File: src/sv/quad_dac_command_decoder_assert.svh
// Assertion macros used by the FIFO RTL file.
`ifndef QUAD_DAC_COMMAND_DECODER_ASSERT_SVH
`define QUAD_DAC_COMMAND_DECODER_ASSERT_SVH

// The condition must never hold while out of reset.
`define QDCD_ASSERT_NEVER(lbl, clk, rstn, cond) \
  lbl: assert property (@(posedge clk) disable iff (!(rstn)) !(cond)) \
    else $error("assertion failed: condition must never hold");

// The antecedent implies the consequent in the same cycle.
`define QDCD_ASSERT_IMPLIES(lbl, clk, rstn, ante, cons) \
  lbl: assert property (@(posedge clk) disable iff (!(rstn)) (ante) |-> (cons)) \
    else $error("assertion failed: implication violated");

// The antecedent implies the consequent in the next cycle.
`define QDCD_ASSERT_NEXT(lbl, clk, rstn, ante, cons) \
  lbl: assert property (@(posedge clk) disable iff (!(rstn)) (ante) |=> (cons)) \
    else $error("assertion failed: next-cycle implication violated");

`endif

File: src/sv/qdcd_pkg.sv
`timescale 1ns / 1ps
package qdcd_pkg;

  localparam int unsigned NumChannels = 4;
  localparam int unsigned FifoDepth   = 4;

  localparam logic [7:0] KIND_MASK  = 8'hE0;
  localparam logic [7:0] KIND_CHAN  = 8'h40;
  localparam logic [7:0] KIND_REF   = 8'h80;
  localparam logic [7:0] KIND_PD    = 8'hA0;
  localparam logic [7:0] KIND_GAIN  = 8'hC0;

  localparam logic [7:0] SUB_MASK   = 8'h18;
  localparam logic [7:0] SUB_MULTI  = 8'h00;
  localparam logic [7:0] SUB_SEQ    = 8'h10;
  localparam logic [7:0] SUB_SINGLE = 8'h18;

  localparam logic [12:0] INT_REF_MV = 13'd2048;

  // Snapshot of one channel, taken when its result is queued.
  typedef struct packed {
    logic [1:0]  channel;
    logic [11:0] code;
    logic [3:0]  cfg;
    logic [11:0] nv_code;
    logic [3:0]  nv_cfg;
    logic        last;
  } entry_t;

  typedef struct packed {
    logic full;
    logic empty;
  } fifo_stat_t;

endpackage

File: src/sv/quad_dac_command_decoder.sv
`timescale 1ns / 1ps
// Command decoder for a four-channel 12-bit DAC.
// The slave stream takes the write bytes of bus transactions, one per request;
// tuser marks the command byte that opens a transaction. The master stream
// returns one request per updated channel with its volatile and EEPROM shadows
// and its output in millivolts; tlast marks the final result of an input byte.
// ext_ref_mv_i is loaded whenever ext_ref_mv_we_i is high; write it only while
// the block is idle.
// A result is registered in the front decoder, the queue, the product stage and the output register in turn.
// Throughput: one byte per cycle while the queue is not full, when a byte causes
// at most one result; a broadcast or power-down byte causes four results, queued
// one per cycle while the queue has room, and the slave side holds off until the
// last of them is being queued.
// The front decoder and the result path are joined by a four-entry queue, and
// the result path ends in an output register, so a stalled receiver blocks
// input only once the queue is full.
// Reset clears all shadows and the decoder state, and sets the external
// reference to 3300 mV.
module quad_dac_command_decoder (
  input  logic        clk_i,
  input  logic        rst_ni,
  input  logic        ext_ref_mv_we_i,
  input  logic [12:0] ext_ref_mv_i,
  input  logic        s_axis_tvalid,
  output logic        s_axis_tready,
  input  logic [7:0]  s_axis_tdata,   // [7:0] data
  input  logic        s_axis_tuser,   // [0] first
  output logic        m_axis_tvalid,
  input  logic        m_axis_tready,
  // [1:0] channel, [13:2] code, [14] ref_internal, [16:15] power_mode,
  // [17] gain_bit, [19:18] eff_gain, [31:20] nv_code, [35:32] nv_config,
  // [48:36] out_mv, [55:49] zero
  output logic [55:0] m_axis_tdata,
  output logic        m_axis_tlast
);

  logic                 push;
  logic                 pop;
  qdcd_pkg::entry_t     push_entry;
  qdcd_pkg::entry_t     head_entry;
  qdcd_pkg::fifo_stat_t stat;

  qdcd_front u_front (
    .clk_i         (clk_i),
    .rst_ni        (rst_ni),
    .s_axis_tvalid (s_axis_tvalid),
    .s_axis_tready (s_axis_tready),
    .s_axis_tdata  (s_axis_tdata),
    .s_axis_tuser  (s_axis_tuser),
    .stat_i        (stat),
    .push_o        (push),
    .entry_o       (push_entry)
  );

  qdcd_fifo u_fifo (
    .clk_i   (clk_i),
    .rst_ni  (rst_ni),
    .push_i  (push),
    .entry_i (push_entry),
    .pop_i   (pop),
    .entry_o (head_entry),
    .stat_o  (stat)
  );

  qdcd_back u_back (
    .clk_i           (clk_i),
    .rst_ni          (rst_ni),
    .ext_ref_mv_we_i (ext_ref_mv_we_i),
    .ext_ref_mv_i    (ext_ref_mv_i),
    .entry_i         (head_entry),
    .stat_i          (stat),
    .pop_o           (pop),
    .m_axis_tvalid   (m_axis_tvalid),
    .m_axis_tready   (m_axis_tready),
    .m_axis_tdata    (m_axis_tdata),
    .m_axis_tlast    (m_axis_tlast)
  );

endmodule

File: src/sv/qdcd_front.sv
`timescale 1ns / 1ps
module qdcd_front (
  input  logic                clk_i,
  input  logic                rst_ni,
  input  logic                s_axis_tvalid,
  output logic                s_axis_tready,
  input  logic [7:0]          s_axis_tdata,   // [7:0] data
  input  logic                s_axis_tuser,   // [0] first
  input  qdcd_pkg::fifo_stat_t stat_i,
  output logic                push_o,
  output qdcd_pkg::entry_t    entry_o
);

  logic [3:0]  vol_cfg_q  [qdcd_pkg::NumChannels];
  logic [3:0]  vol_cfg_d  [qdcd_pkg::NumChannels];
  logic [11:0] vol_code_q [qdcd_pkg::NumChannels];
  logic [11:0] vol_code_d [qdcd_pkg::NumChannels];
  logic [3:0]  nv_cfg_q   [qdcd_pkg::NumChannels];
  logic [3:0]  nv_cfg_d   [qdcd_pkg::NumChannels];
  logic [11:0] nv_code_q  [qdcd_pkg::NumChannels];
  logic [11:0] nv_code_d  [qdcd_pkg::NumChannels];

  logic [7:0] cmd_q, cmd_d;
  logic [1:0] cnt_q, cnt_d;
  logic [7:0] held_q, held_d;
  logic [2:0] chan_q, chan_d;
  logic [2:0] emit_left_q, emit_left_d;
  logic [1:0] emit_ch_q, emit_ch_d;

  logic accept;

  assign push_o        = (emit_left_q != 3'd0) && !stat_i.full;
  assign s_axis_tready = (emit_left_q == 3'd0) || ((emit_left_q == 3'd1) && !stat_i.full);
  assign accept        = s_axis_tvalid && s_axis_tready;

  always_comb begin
    entry_o.channel = emit_ch_q;
    entry_o.code    = vol_code_q[emit_ch_q];
    entry_o.cfg     = vol_cfg_q[emit_ch_q];
    entry_o.nv_code = nv_code_q[emit_ch_q];
    entry_o.nv_cfg  = nv_cfg_q[emit_ch_q];
    entry_o.last    = (emit_left_q == 3'd1);
  end

  always_comb begin
    logic [7:0] kind;
    logic [7:0] sub;
    logic [7:0] pd_bits;
    logic       first;
    logic       wr_en;
    logic       wr_nv;
    logic [1:0] wr_ch;
    logic [7:0] wr_cfg;

    vol_cfg_d  = vol_cfg_q;
    vol_code_d = vol_code_q;
    nv_cfg_d   = nv_cfg_q;
    nv_code_d  = nv_code_q;
    cmd_d      = cmd_q;
    cnt_d      = cnt_q;
    held_d     = held_q;
    chan_d     = chan_q;
    first      = s_axis_tuser;
    wr_en      = 1'b0;
    wr_nv      = 1'b0;
    wr_ch      = chan_q[1:0];
    wr_cfg     = held_q;

    emit_left_d = emit_left_q;
    emit_ch_d   = emit_ch_q;
    if (push_o) begin
      emit_left_d = emit_left_q - 3'd1;
      emit_ch_d   = emit_ch_q + 2'd1;
    end

    if (accept && first) begin
      cmd_d  = s_axis_tdata;
      cnt_d  = 2'd0;
      held_d = 8'd0;
      chan_d = {1'b0, s_axis_tdata[2:1]};
    end

    kind    = cmd_d & qdcd_pkg::KIND_MASK;
    sub     = cmd_d & qdcd_pkg::SUB_MASK;
    pd_bits = {cmd_d[3:0], s_axis_tdata[7:4]};

    if (accept) begin
      unique case (kind) inside
        qdcd_pkg::KIND_CHAN: begin
          case (sub) inside
            qdcd_pkg::SUB_MULTI, qdcd_pkg::SUB_SINGLE: begin
              if (first) begin
                cnt_d = 2'd1;
              end else if (cnt_d == 2'd0) begin
                chan_d = {1'b0, s_axis_tdata[2:1]};
                cnt_d  = 2'd1;
              end else if (cnt_d == 2'd1) begin
                held_d = s_axis_tdata;
                cnt_d  = 2'd2;
              end else begin
                wr_en       = 1'b1;
                wr_nv       = (sub == qdcd_pkg::SUB_SINGLE);
                wr_ch       = chan_d[1:0];
                wr_cfg      = held_d;
                emit_left_d = 3'd1;
                emit_ch_d   = chan_d[1:0];
                cnt_d       = 2'd0;
              end
            end
            qdcd_pkg::SUB_SEQ: begin
              // Pairs beyond the last channel are dropped.
              if (!first && !chan_d[2]) begin
                if (cnt_d == 2'd0) begin
                  held_d = s_axis_tdata;
                  cnt_d  = 2'd1;
                end else begin
                  wr_en       = 1'b1;
                  wr_nv       = 1'b1;
                  wr_ch       = chan_d[1:0];
                  wr_cfg      = held_d;
                  emit_left_d = 3'd1;
                  emit_ch_d   = chan_d[1:0];
                  chan_d      = chan_d + 3'd1;
                  cnt_d       = 2'd0;
                end
              end
            end
            default: ;
          endcase
        end
        qdcd_pkg::KIND_REF, qdcd_pkg::KIND_GAIN: begin
          if (first) begin
            for (int i = 0; i < qdcd_pkg::NumChannels; i++) begin
              if (kind == qdcd_pkg::KIND_REF) begin
                vol_cfg_d[i][3] = s_axis_tdata[3-i];
              end else begin
                vol_cfg_d[i][0] = s_axis_tdata[3-i];
              end
            end
            emit_left_d = 3'd4;
            emit_ch_d   = 2'd0;
          end
        end
        qdcd_pkg::KIND_PD: begin
          if (!first && cnt_d == 2'd0) begin
            for (int i = 0; i < qdcd_pkg::NumChannels; i++) begin
              vol_cfg_d[i][2:1] = pd_bits[(3-i)*2 +: 2];
            end
            emit_left_d = 3'd4;
            emit_ch_d   = 2'd0;
            cnt_d       = 2'd1;
          end
        end
        default: ;
      endcase
    end

    if (wr_en) begin
      vol_cfg_d[wr_ch]  = wr_cfg[7:4];
      vol_code_d[wr_ch] = {wr_cfg[3:0], s_axis_tdata};
      if (wr_nv) begin
        nv_cfg_d[wr_ch]  = wr_cfg[7:4];
        nv_code_d[wr_ch] = {wr_cfg[3:0], s_axis_tdata};
      end
    end
  end

  always_ff @(posedge clk_i or negedge rst_ni) begin
    if (!rst_ni) begin
      for (int i = 0; i < qdcd_pkg::NumChannels; i++) begin
        vol_cfg_q[i]  <= 4'd0;
        vol_code_q[i] <= 12'd0;
        nv_cfg_q[i]   <= 4'd0;
        nv_code_q[i]  <= 12'd0;
      end
      cmd_q       <= 8'd0;
      cnt_q       <= 2'd0;
      held_q      <= 8'd0;
      chan_q      <= 3'd0;
      emit_left_q <= 3'd0;
      emit_ch_q   <= 2'd0;
    end else begin
      vol_cfg_q   <= vol_cfg_d;
      vol_code_q  <= vol_code_d;
      nv_cfg_q    <= nv_cfg_d;
      nv_code_q   <= nv_code_d;
      cmd_q       <= cmd_d;
      cnt_q       <= cnt_d;
      held_q      <= held_d;
      chan_q      <= chan_d;
      emit_left_q <= emit_left_d;
      emit_ch_q   <= emit_ch_d;
    end
  end

endmodule

File: src/sv/qdcd_fifo.sv
`timescale 1ns / 1ps
`include "quad_dac_command_decoder_assert.svh"
module qdcd_fifo (
  input  logic                 clk_i,
  input  logic                 rst_ni,
  input  logic                 push_i,
  input  qdcd_pkg::entry_t     entry_i,
  input  logic                 pop_i,
  output qdcd_pkg::entry_t     entry_o,
  output qdcd_pkg::fifo_stat_t stat_o
);

  localparam int unsigned PtrW = $clog2(qdcd_pkg::FifoDepth);
  localparam int unsigned CntW = $clog2(qdcd_pkg::FifoDepth + 1);

  qdcd_pkg::entry_t mem_q [qdcd_pkg::FifoDepth];
  logic [PtrW-1:0] wr_ptr_q, wr_ptr_d;
  logic [PtrW-1:0] rd_ptr_q, rd_ptr_d;
  logic [CntW-1:0] count_q, count_d;

  assign stat_o.full  = (count_q == CntW'(qdcd_pkg::FifoDepth));
  assign stat_o.empty = (count_q == '0);
  assign entry_o      = mem_q[rd_ptr_q];

  always_comb begin
    wr_ptr_d = push_i ? wr_ptr_q + PtrW'(1) : wr_ptr_q;
    rd_ptr_d = pop_i  ? rd_ptr_q + PtrW'(1) : rd_ptr_q;
    count_d  = count_q;
    if (push_i && !pop_i) begin
      count_d = count_q + CntW'(1);
    end else if (pop_i && !push_i) begin
      count_d = count_q - CntW'(1);
    end
  end

  always_ff @(posedge clk_i) begin
    if (push_i) begin
      mem_q[wr_ptr_q] <= entry_i;
    end
  end

  always_ff @(posedge clk_i or negedge rst_ni) begin
    if (!rst_ni) begin
      wr_ptr_q <= '0;
      rd_ptr_q <= '0;
      count_q  <= '0;
    end else begin
      wr_ptr_q <= wr_ptr_d;
      rd_ptr_q <= rd_ptr_d;
      count_q  <= count_d;
    end
  end

  `QDCD_ASSERT_NEVER(a_no_overflow, clk_i, rst_ni, push_i && stat_o.full)
  `QDCD_ASSERT_NEVER(a_no_underflow, clk_i, rst_ni, pop_i && stat_o.empty)
  `QDCD_ASSERT_IMPLIES(a_ptrs_match, clk_i, rst_ni, stat_o.empty, wr_ptr_q == rd_ptr_q)
  `QDCD_ASSERT_NEXT(a_push_grows, clk_i, rst_ni, push_i && !pop_i, count_q != '0)

endmodule

File: src/sv/qdcd_back.sv
`timescale 1ns / 1ps
module qdcd_back (
  input  logic                 clk_i,
  input  logic                 rst_ni,
  input  logic                 ext_ref_mv_we_i,
  input  logic [12:0]          ext_ref_mv_i,
  input  qdcd_pkg::entry_t     entry_i,
  input  qdcd_pkg::fifo_stat_t stat_i,
  output logic                 pop_o,
  output logic                 m_axis_tvalid,
  input  logic                 m_axis_tready,
  output logic [55:0]          m_axis_tdata,
  output logic                 m_axis_tlast
);

  logic [12:0] ext_ref_q;
  logic [12:0] ref_mv;
  logic [24:0] prod;

  logic             s1_valid_q;
  qdcd_pkg::entry_t s1_entry_q;
  logic [24:0]      s1_prod_q;

  logic        out_valid_q;
  logic [55:0] out_data_q;
  logic        out_last_q;
  logic [55:0] out_data_d;

  logic out_adv;
  logic s1_adv;

  assign out_adv = !out_valid_q || m_axis_tready;
  assign s1_adv  = !s1_valid_q || out_adv;
  assign pop_o   = !stat_i.empty && s1_adv;

  // Internal reference doubles when its gain bit is set; external ignores gain.
  always_comb begin
    if (entry_i.cfg[3]) begin
      ref_mv = entry_i.cfg[0] ? (qdcd_pkg::INT_REF_MV << 1) : qdcd_pkg::INT_REF_MV;
    end else begin
      ref_mv = ext_ref_q;
    end
    prod = 25'(entry_i.code) * 25'(ref_mv);
  end

  always_comb begin
    logic [12:0] mv;
    logic [1:0]  eg;
    mv = (s1_entry_q.cfg[2:1] == 2'd0) ? s1_prod_q[24:12] : 13'd0;
    eg = (s1_entry_q.cfg[3] && s1_entry_q.cfg[0]) ? 2'd2 : 2'd1;
    out_data_d = {7'd0, mv, s1_entry_q.nv_cfg, s1_entry_q.nv_code, eg,
                  s1_entry_q.cfg[0], s1_entry_q.cfg[2:1], s1_entry_q.cfg[3],
                  s1_entry_q.code, s1_entry_q.channel};
  end

  always_ff @(posedge clk_i) begin
    if (pop_o) begin
      s1_entry_q <= entry_i;
      s1_prod_q  <= prod;
    end
    if (out_adv && s1_valid_q) begin
      out_data_q <= out_data_d;
      out_last_q <= s1_entry_q.last;
    end
  end

  always_ff @(posedge clk_i or negedge rst_ni) begin
    if (!rst_ni) begin
      ext_ref_q   <= 13'd3300;
      s1_valid_q  <= 1'b0;
      out_valid_q <= 1'b0;
    end else begin
      if (ext_ref_mv_we_i) begin
        ext_ref_q <= ext_ref_mv_i;
      end
      if (s1_adv) begin
        s1_valid_q <= pop_o;
      end
      if (out_adv) begin
        out_valid_q <= s1_valid_q;
      end
    end
  end

  assign m_axis_tvalid = out_valid_q;
  assign m_axis_tdata  = out_data_q;
  assign m_axis_tlast  = out_last_q;

endmodule

File: config.mk
export PLATFORM = sky130hd
export DESIGN_NAME = quad_dac_command_decoder
export DESIGN_NICKNAME = d
export VERILOG_FILES = /design/src/sv/qdcd_pkg.sv /design/src/sv/quad_dac_command_decoder.sv /design/src/sv/qdcd_front.sv /design/src/sv/qdcd_fifo.sv /design/src/sv/qdcd_back.sv
export VERILOG_INCLUDE_DIRS = /design/src /design/src/sv
export SDC_FILE = /design/constraint.sdc
export NUM_CORES = 1
export LEC_CHECK = 0
export BUFFER_PORTS_ARGS = -buffer_cell sky130_fd_sc_hd__buf_4
export CAP_MARGIN = 20
export CORE_MARGIN = 8
export CORE_UTILIZATION = 26
export CTS_BUF_LIST = sky130_fd_sc_hd__clkbuf_16
export CTS_CLUSTER_DIAMETER = 150
export DETAILED_ROUTE_END_ITERATION = 8
export PLACE_DENSITY = 0.48
export SYNTH_ARGS = -nofsm -noshare
export SYNTH_HDL_FRONTEND = slang
export SYNTH_SLANG_ARGS = --single-unit
File: constraint.sdc
create_clock -name clk_i -period 7.4 [get_ports clk_i]
set_clock_uncertainty 0.1 [all_clocks]
set_input_delay 0.37 -clock clk_i [delete_from_list [all_inputs] [get_ports clk_i]]
set_output_delay 0.37 -clock clk_i [all_outputs]
set_load 0.02 [all_outputs]
==> impl_metrics.py, run 1 <==
metrics = {
    "grt": {
        "grt_max_degree": 74,
        "overflow": 0,
        "met3_usage_pct": 1.95,
        "grt_pass1_wl_mm": 78.5,
        "grt.busiest_layer": "met2",
        "use_met2_pct": 18.6,
        "grt.met1_usage_pct": 14.4,
        "grt_pass1_vias": 13400,
        "antenna_found_initial": 1,
        "grt_usage_pct": 11.0,
    },
    "clock_network": {
        "path_clk_slew_ps": 60,
        "clk_latency_ps": 600,
        "cts.sinks": 414,
        "htreeDepth": 2,
        "tritoncts": "built",
        "cts_buffers": 48,
        "postCtsSetupBuffers": 0,
        "cts_buffer_depth": 3,
        "cts_root_buffer": "clkbuf_16",
    },
    "die": {
        "core.rowCount": 105,
        "die_y_um": 302,
        "ios": 86,
        "die_w_um": 302,
        "core_area_sq_um": 81700,
        "die_area_sq_um": 91500,
        "start_util_pct": 26.1,
    },
    "logic_synthesis": {
        "ys_top_cells_by_area": "edfxtp_1 34%, dfrtp_1 20%, fa_1 10%",
        "synthArstFlopShare_pct": 42.5,
        "synth_top_area_share_pct": 33.5,
        "synth.ff_latch_count": 414,
        "ys.flop_type": "edfxtp_1",
        "yosysMostFrequentCell": "edfxtp_1",
        "ys_warn_count": 0,
        "postSynthCellCount": 1566,
        "syn_avg_cell_area_sq_um": 13.6,
        "synth_common_cells": "238 x edfxtp_1, 170 x dfrtp_1, 163 x nand2_1, 160 x inv_1, 110 x fa_1",
        "synth_area_sq_um": 21300,
        "yosysTopAreaCell": "edfxtp_1",
        "synth_edf_count": 238,
        "synth.distinct_cells": 73,
        "ys_seq_area_share_pct": 54.2,
    },
    "worst_setup_path": {
        "ff2ff_setup_slack_ps": 660,
        "r2r-end": "u_back.s1_prod_q[23]$_DFFE_PP_",
        "end_kind": "register",
        "endpoint": "u_back.s1_prod_q[23]$_DFFE_PP_",
        "crit_path_max_fanout": 41,
        "cp.required_ps": 7680,
        "arrival_ps": 7010,
        "reg2reg_from": "u_fifo.rd_ptr_q[1]$_DFFE_PN0P_",
        "r2r_cells": 20,
        "setup.worst_path.start_class": "register",
        "crit_start": "u_fifo.rd_ptr_q[1]$_DFFE_PN0P_",
        "crit_type": "reg2reg",
    },
    "final_layout": {
        "utilization_pct": 30.6,
        "drive_above_1_share_pct": 21.5,
        "diodes": 0,
        "area_delta_synth_final_pct": 17.2,
        "layout.nets": 1876,
        "fillers": 8214,
    },
    "timing": {
        "hold_viol_final": 0,
        "slew_violations": 0,
        "timing.fmax_ghz": 0.148,
        "setup_tns_ps": 0,
        "grt_setup_unrepaired": "false",
        "period_share_pct": 91.0,
        "worst-slew-pin-transition_ps": 1040,
        "relSlewSlack_pct": 30.7,
        "setup_ws_ps": 665,
        "period_minus_slack_ps": 6740,
        "setup_violations": 0,
    },
    "route": {
        "dr.pass1.iters": 5,
        "via_per_inst": 4.40,
        "drt_iter0_markers": 531,
        "drcViolationCount": 0,
        "drt_wl_total_mm": 49.6,
        "wl_per_cell_um": 17.9,
        "vias": 12200,
        "ant_nets": 0,
    },
    "worst_hold_path": {
        "worstHoldPathType": "in2reg",
        "min_from": "s_axis_tdata[5]",
        "min_path_cells": 2,
    },
    "placement": {
        "gp_congestion": 0.836,
        "numPortBuffers": 78,
        "pre_cts_ws_ps": 480,
        "hpwl_mm": 34.9,
    },
    "job": {
        "cap_violations": 0,
    },
    "run_status": {
        "outcome": "finished, final reports clean",
    },
}
-- metal layers --
layer  wire [um]  part of all wire, %
met3        1730                  3.5
met1       22800                   46
met4        1110                  2.2
met2       24000                   48
met5           0                    0
-- layout make-up --
| type | count | area (sq um) | area share [%] |
|---|---|---|---|
| sequential | 414 | 11600 | 46.2 |
| multi-input combinational | 918 | 8850 | 35.4 |
| tap | 1070 | 1340 | 5.35 |
| clock buffer | 48 | 1200 | 4.80 |
| timing repair buffer | 126 | 997 | 3.99 |
| inverter | 161 | 604 | 2.42 |
| clock inverter | 41 | 452 | 1.81 |
-- logic make-up after synthesis --
group	count (synthesis)	share of synthesized area, %
flops	414	54.2
buf+inv	240	4.52
simple gates	367	8.22
compound gates	142	4.09
xor+xnor	20	0.821
mux	202	13.7
fa+ha+maj	180	14.4
other cells	1	0.0176
-- registers in the layout (all words and copies together) (netlist names), 3 cells and up --
| register | count |
|---|---|
| u_front.vol_cfg_q | 16 |
| u_front.nv_cfg_q | 16 |
| u_front.held_q | 8 |
| u_front.nv_code_q | 48 |
| u_fifo.mem_q | 140 |
| u_front.chan_q | 3 |
| u_fifo.count_q | 3 |
| u_back.out_data_d | 34 |
| u_front.emit_left_q | 3 |
| u_front.cmd_q | 8 |
| u_front.vol_code_q | 48 |
| u_back.ext_ref_q | 13 |
| u_back.m_axis_tdata | 49 |
| u_back.s1_prod_q | 13 |
-- cell usage in the layout (no fill, tap or decap), types with 24 or more instances in the layout --
| cell | netlist | routed |
|---|---|---|
| inv_1 | 160 | 170 |
| a21oi_1 | 30 | 29 |
| and2_1 | 41 | 40 |
| dfrtp_1 | 170 | 167 |
| ha_1 | 70 | 70 |
| nand2_1 | 163 | 163 |
| mux4_2 | 60 | 60 |
| nor2_1 | 89 | 89 |
| fa_1 | 110 | 110 |
| o21ai_0 | 47 | 47 |
| mux2_2 | 101 | 101 |
| mux2i_1 | 24 | 24 |
| clkbuf_16 | 0 | 48 |
| edfxtp_1 | 238 | 238 |
| buf_4 | 11 | 106 |
-- stage by stage --
step | instance area (sq um) | hold WS [ps] | cells
2_1_floorplan | 21400 | -25.6 | 1572
5_1_grt | 25000 | 42.1 | 2778
3_5_place_dp | 23200 | 305 | 2670
6_report | 25000 | 49.0 | 2778
4_1_cts | 25000 | 22.8 | 2778
3_3_place_gp | 23200 | 303 | 2670
-- worst max-delay path, cell delays in order (launching register included) --
cell and delay [ps]:
dfrtp_2 380, buf_4 540, mux4_2 480, nand2_1 150, o21a_1 340, nand2_1 140
fa_1 550, inv_1 60, fa_1 480, fa_1 510, fa_1 490, inv_1 50
fa_1 470, inv_1 40, ha_1 350, o21ai_0 190, o21bai_1 80, a221o_1 320
a22oi_1 330, nand2_1 140, o311ai_0 320
-- worst min path at each step --
| stage | end | slack (ps) |
|---|---|---|
| 5_1_grt | u_front.nv_code_q[31]$_DFFE_PN0P_ | 40 |
| 2_1_floorplan | u_back.ext_ref_q[0]$_DFFE_PN0P_ | -30 |
| 3_3_place_gp | u_back.m_axis_tdata[9]$_DFFE_PP_ | 300 |
| 3_5_place_dp | u_back.m_axis_tdata[0]$_DFFE_PP_ | 300 |
| 6_report | u_front.nv_code_q[29]$_DFFE_PN0P_ | 50 |
| 4_1_cts | u_front.nv_code_q[31]$_DFFE_PN0P_ | 20 |
-- repair_timing --
action | CTS | global route
endpoints found under the setup margin | 0 | 1
resized for setup | 0 | 1
hold buffers | 19 | 0
hold endpoints to repair | 98 | 0
Power of run 1 is not shown: default switching activity piles up to over one toggle a cycle in this logic, so the estimate is an artifact.
==> inputs of run 2 (changes only) <==
--- a/config.mk
+++ b/config.mk
@@ -9,11 +9,11 @@
 export BUFFER_PORTS_ARGS = -buffer_cell sky130_fd_sc_hd__buf_4
 export CAP_MARGIN = 20
 export CORE_MARGIN = 8
-export CORE_UTILIZATION = 26
+export CORE_UTILIZATION = 30
 export CTS_BUF_LIST = sky130_fd_sc_hd__clkbuf_16
 export CTS_CLUSTER_DIAMETER = 150
 export DETAILED_ROUTE_END_ITERATION = 8
-export PLACE_DENSITY = 0.48
+export PLACE_DENSITY = 0.53
 export SYNTH_ARGS = -nofsm -noshare
 export SYNTH_HDL_FRONTEND = slang
 export SYNTH_SLANG_ARGS = --single-unit
==> constraint.sdc (replaced) <==
create_clock -name clk_i -period 7.2 [get_ports clk_i]
set_clock_uncertainty 0.1 [all_clocks]
set_input_delay 0.36 -clock clk_i [delete_from_list [all_inputs] [get_ports clk_i]]
set_output_delay 0.36 -clock clk_i [all_outputs]
set_load 0.02 [all_outputs]
==> run 2 against run 1 <==
  * Global-route usage grew 1.7 points
  * Highest routed layer unchanged
  * Final area shrank 1.0%
  * Final cell count shrank 4.7%
  * Critical path type unchanged
  * Sequential cell count unchanged
  * Via count increased by 1.2%
  * First-iteration DRC count grew 37%
  * Sequential share of layout area is 0.47 points higher
  * Register-to-register slack lost 70 ps
  * Worst setup slack worse by 68 ps
==> impl_metrics.py, run 2 (same netlist as run 1, synthesis figures left out) <==
metrics = {
    "die": {
        "start_util_pct": 30.4,
        "die_area_sq_um": 79900,
        "core_area_sq_um": 70300,
        "core.rowCount": 97,
        "die_y_um": 283,
        "die_w_um": 283,
        "ios": 86,
    },
    "final_layout": {
        "utilization_pct": 35.2,
        "final_cell_mix": "238 x edfxtp_1, 167 x dfrtp_1, 165 x inv_1",
        "regMostFlops": "u_fifo.mem_q",
        "layout.nets": 1876,
        "diodes": 0,
        "largest_reg_flops": 140,
        "final_common_cell": "edfxtp_1",
        "area_delta_synth_final_pct": 16.1,
        "drive_above_1_share_pct": 21.7,
    },
    "placement": {
        "hpwl_mm": 34.1,
        "numPortBuffers": 78,
        "gp_congestion": 0.863,
    },
    "clock_network": {
        "cts_root_buffer": "clkbuf_16",
        "clk_latency_ps": 590,
        "cts_buffer_depth": 3,
        "htreeDepth": 2,
        "postCtsSetupBuffers": 0,
        "path_clk_slew_ps": 60,
        "cts.sinks": 414,
        "tritoncts": "built",
        "cts_buffers": 46,
    },
    "worst_setup_path": {
        "slowest_delay_ps": 520,
        "path_cells": "mux2_2 -> o21ai_2 -> buf_4 -> and2_1 -> nand2_1 -> fa_1 -> fa_1 -> inv_1 -> fa_1 -> fa_1 -> fa_1 -> ha_1 -> a21oi_1 -> o21ai_0 -> a221o_1 -> a22oi_1 -> nand2_1 -> o311ai_0",
        "cp_num_buf_inv": 2,
        "setup.worst_path.start_class": "register",
        "end_kind": "register",
        "arrival_ps": 6890,
        "cp.required_ps": 7490,
        "cpMostUsedCell": "fa_1",
        "crit_path_max_fanout": 11,
        "crit_family": "adder cells",
        "crit_type": "reg2reg",
        "critPathSlowestCell": "fa_1",
    },
    "route": {
        "via_per_inst": 4.68,
        "drt_wl_total_mm": 49.7,
        "drcViolationCount": 0,
        "dr.pass1.iters": 5,
        "wl_per_cell_um": 18.8,
        "ant_nets": 0,
        "vias": 12400,
        "drt_iter0_markers": 729,
    },
    "timing": {
        "grt_setup_unrepaired": "false",
        "period_minus_slack_ps": 6600,
        "setup_tns_ps": 0,
        "timing.fmax_ghz": 0.151,
        "hold_viol_final": 0,
        "relSlewSlack_pct": 30.4,
        "setup_violations": 0,
        "worst_hold_slack_ps": 37.0,
        "worst-slew-pin-transition_ps": 1040,
        "period_share_pct": 91.7,
        "slew_violations": 0,
    },
    "grt": {
        "grt_pass1_wl_mm": 78.7,
        "antenna_found_initial": 0,
        "grt_usage_pct": 12.7,
        "overflow": 0,
        "grt_max_degree": 104,
        "grt_pass1_vias": 13400,
    },
    "worst_hold_path": {
        "worstHoldPathType": "in2reg",
    },
    "job": {
        "cap_violations": 0,
    },
    "run_status": {
        "outcome": "finished, final reports clean",
    },
}
-- run 2: cell types whose count changed in the layout (fill, tap and decap cells not counted), moves of 2 or more --
cell	change
clkinv_4	-5
inv_6	-3
clkinv_2	+10
inv_1	-5
bufinv_16	-2
clkinv_1	+3
-- run 2: path summary, 6_finish.rpt --
| kind | start | endpoint | slack, ps | cells after the start |
|---|---|---|---|---|
| max | u_fifo.rd_ptr_q[1]$_DFFE_PN0P_ | u_back.s1_prod_q[23]$_DFFE_PP_ | 600 | 18 |
| min | s_axis_tdata[7] | u_front.nv_code_q[7]$_DFFE_PN0P_ | 40 | 2 |
| max reg2reg | u_fifo.rd_ptr_q[1]$_DFFE_PN0P_ | u_back.s1_prod_q[23]$_DFFE_PP_ | 600 | 18 |
| min reg2reg | u_back.out_data_d[11]$_DFFE_PP_ | u_back.m_axis_tdata[11]$_DFFE_PP_ | 300 | 0 |
| max in group asynchronous | rst_ni | u_front.nv_code_q[11]$_DFFE_PN0P_ | 5150 | 4 |
| min in group asynchronous | rst_ni | u_front.nv_code_q[38]$_DFFE_PN0P_ | 60 | 2 |
-- run 2: routing by layer --
metal  up-vias  GRT usage, %  routed length (um)  share of wire (%)
li1       5641             -                   -                  -
met1      6421          17.0               22300                 45
met2       243          20.7               23700                 48
met3        73          2.28                2270                4.6
met4         0          4.03                1450                2.9
met5         -             0                   0                  0
-- run 2: final cells by class --
class | instances | area, sq um
inverter | 161 | 604
tap | 940 | 1180
timing repair buffer | 128 | 1040
fill | 6763 | 45500
multi-input combinational | 918 | 8850
sequential | 414 | 11600
clock buffer | 47 | 1180
clock inverter | 39 | 345
-- run 2: timing repair --
item / in CTS / in global routing
endpoints found under the setup margin: 0 / 1
hold endpoints to repair: 127 / 0
gates resized for setup: 0 / 4
hold buffers: 19 / 0
-- run 2: per-stage QoR --
stage | std cells | instance area [sq um] | setup WS [ps]
floorplan | 1572 | 21400 | 812
global placement | 2541 | 23000 | 551
detailed placement | 2541 | 23000 | 305
CTS | 2646 | 24700 | 277
global route | 2647 | 24800 | 88.2
finish | 2647 | 24800 | 597
Power of run 2 is left out for the same reason.
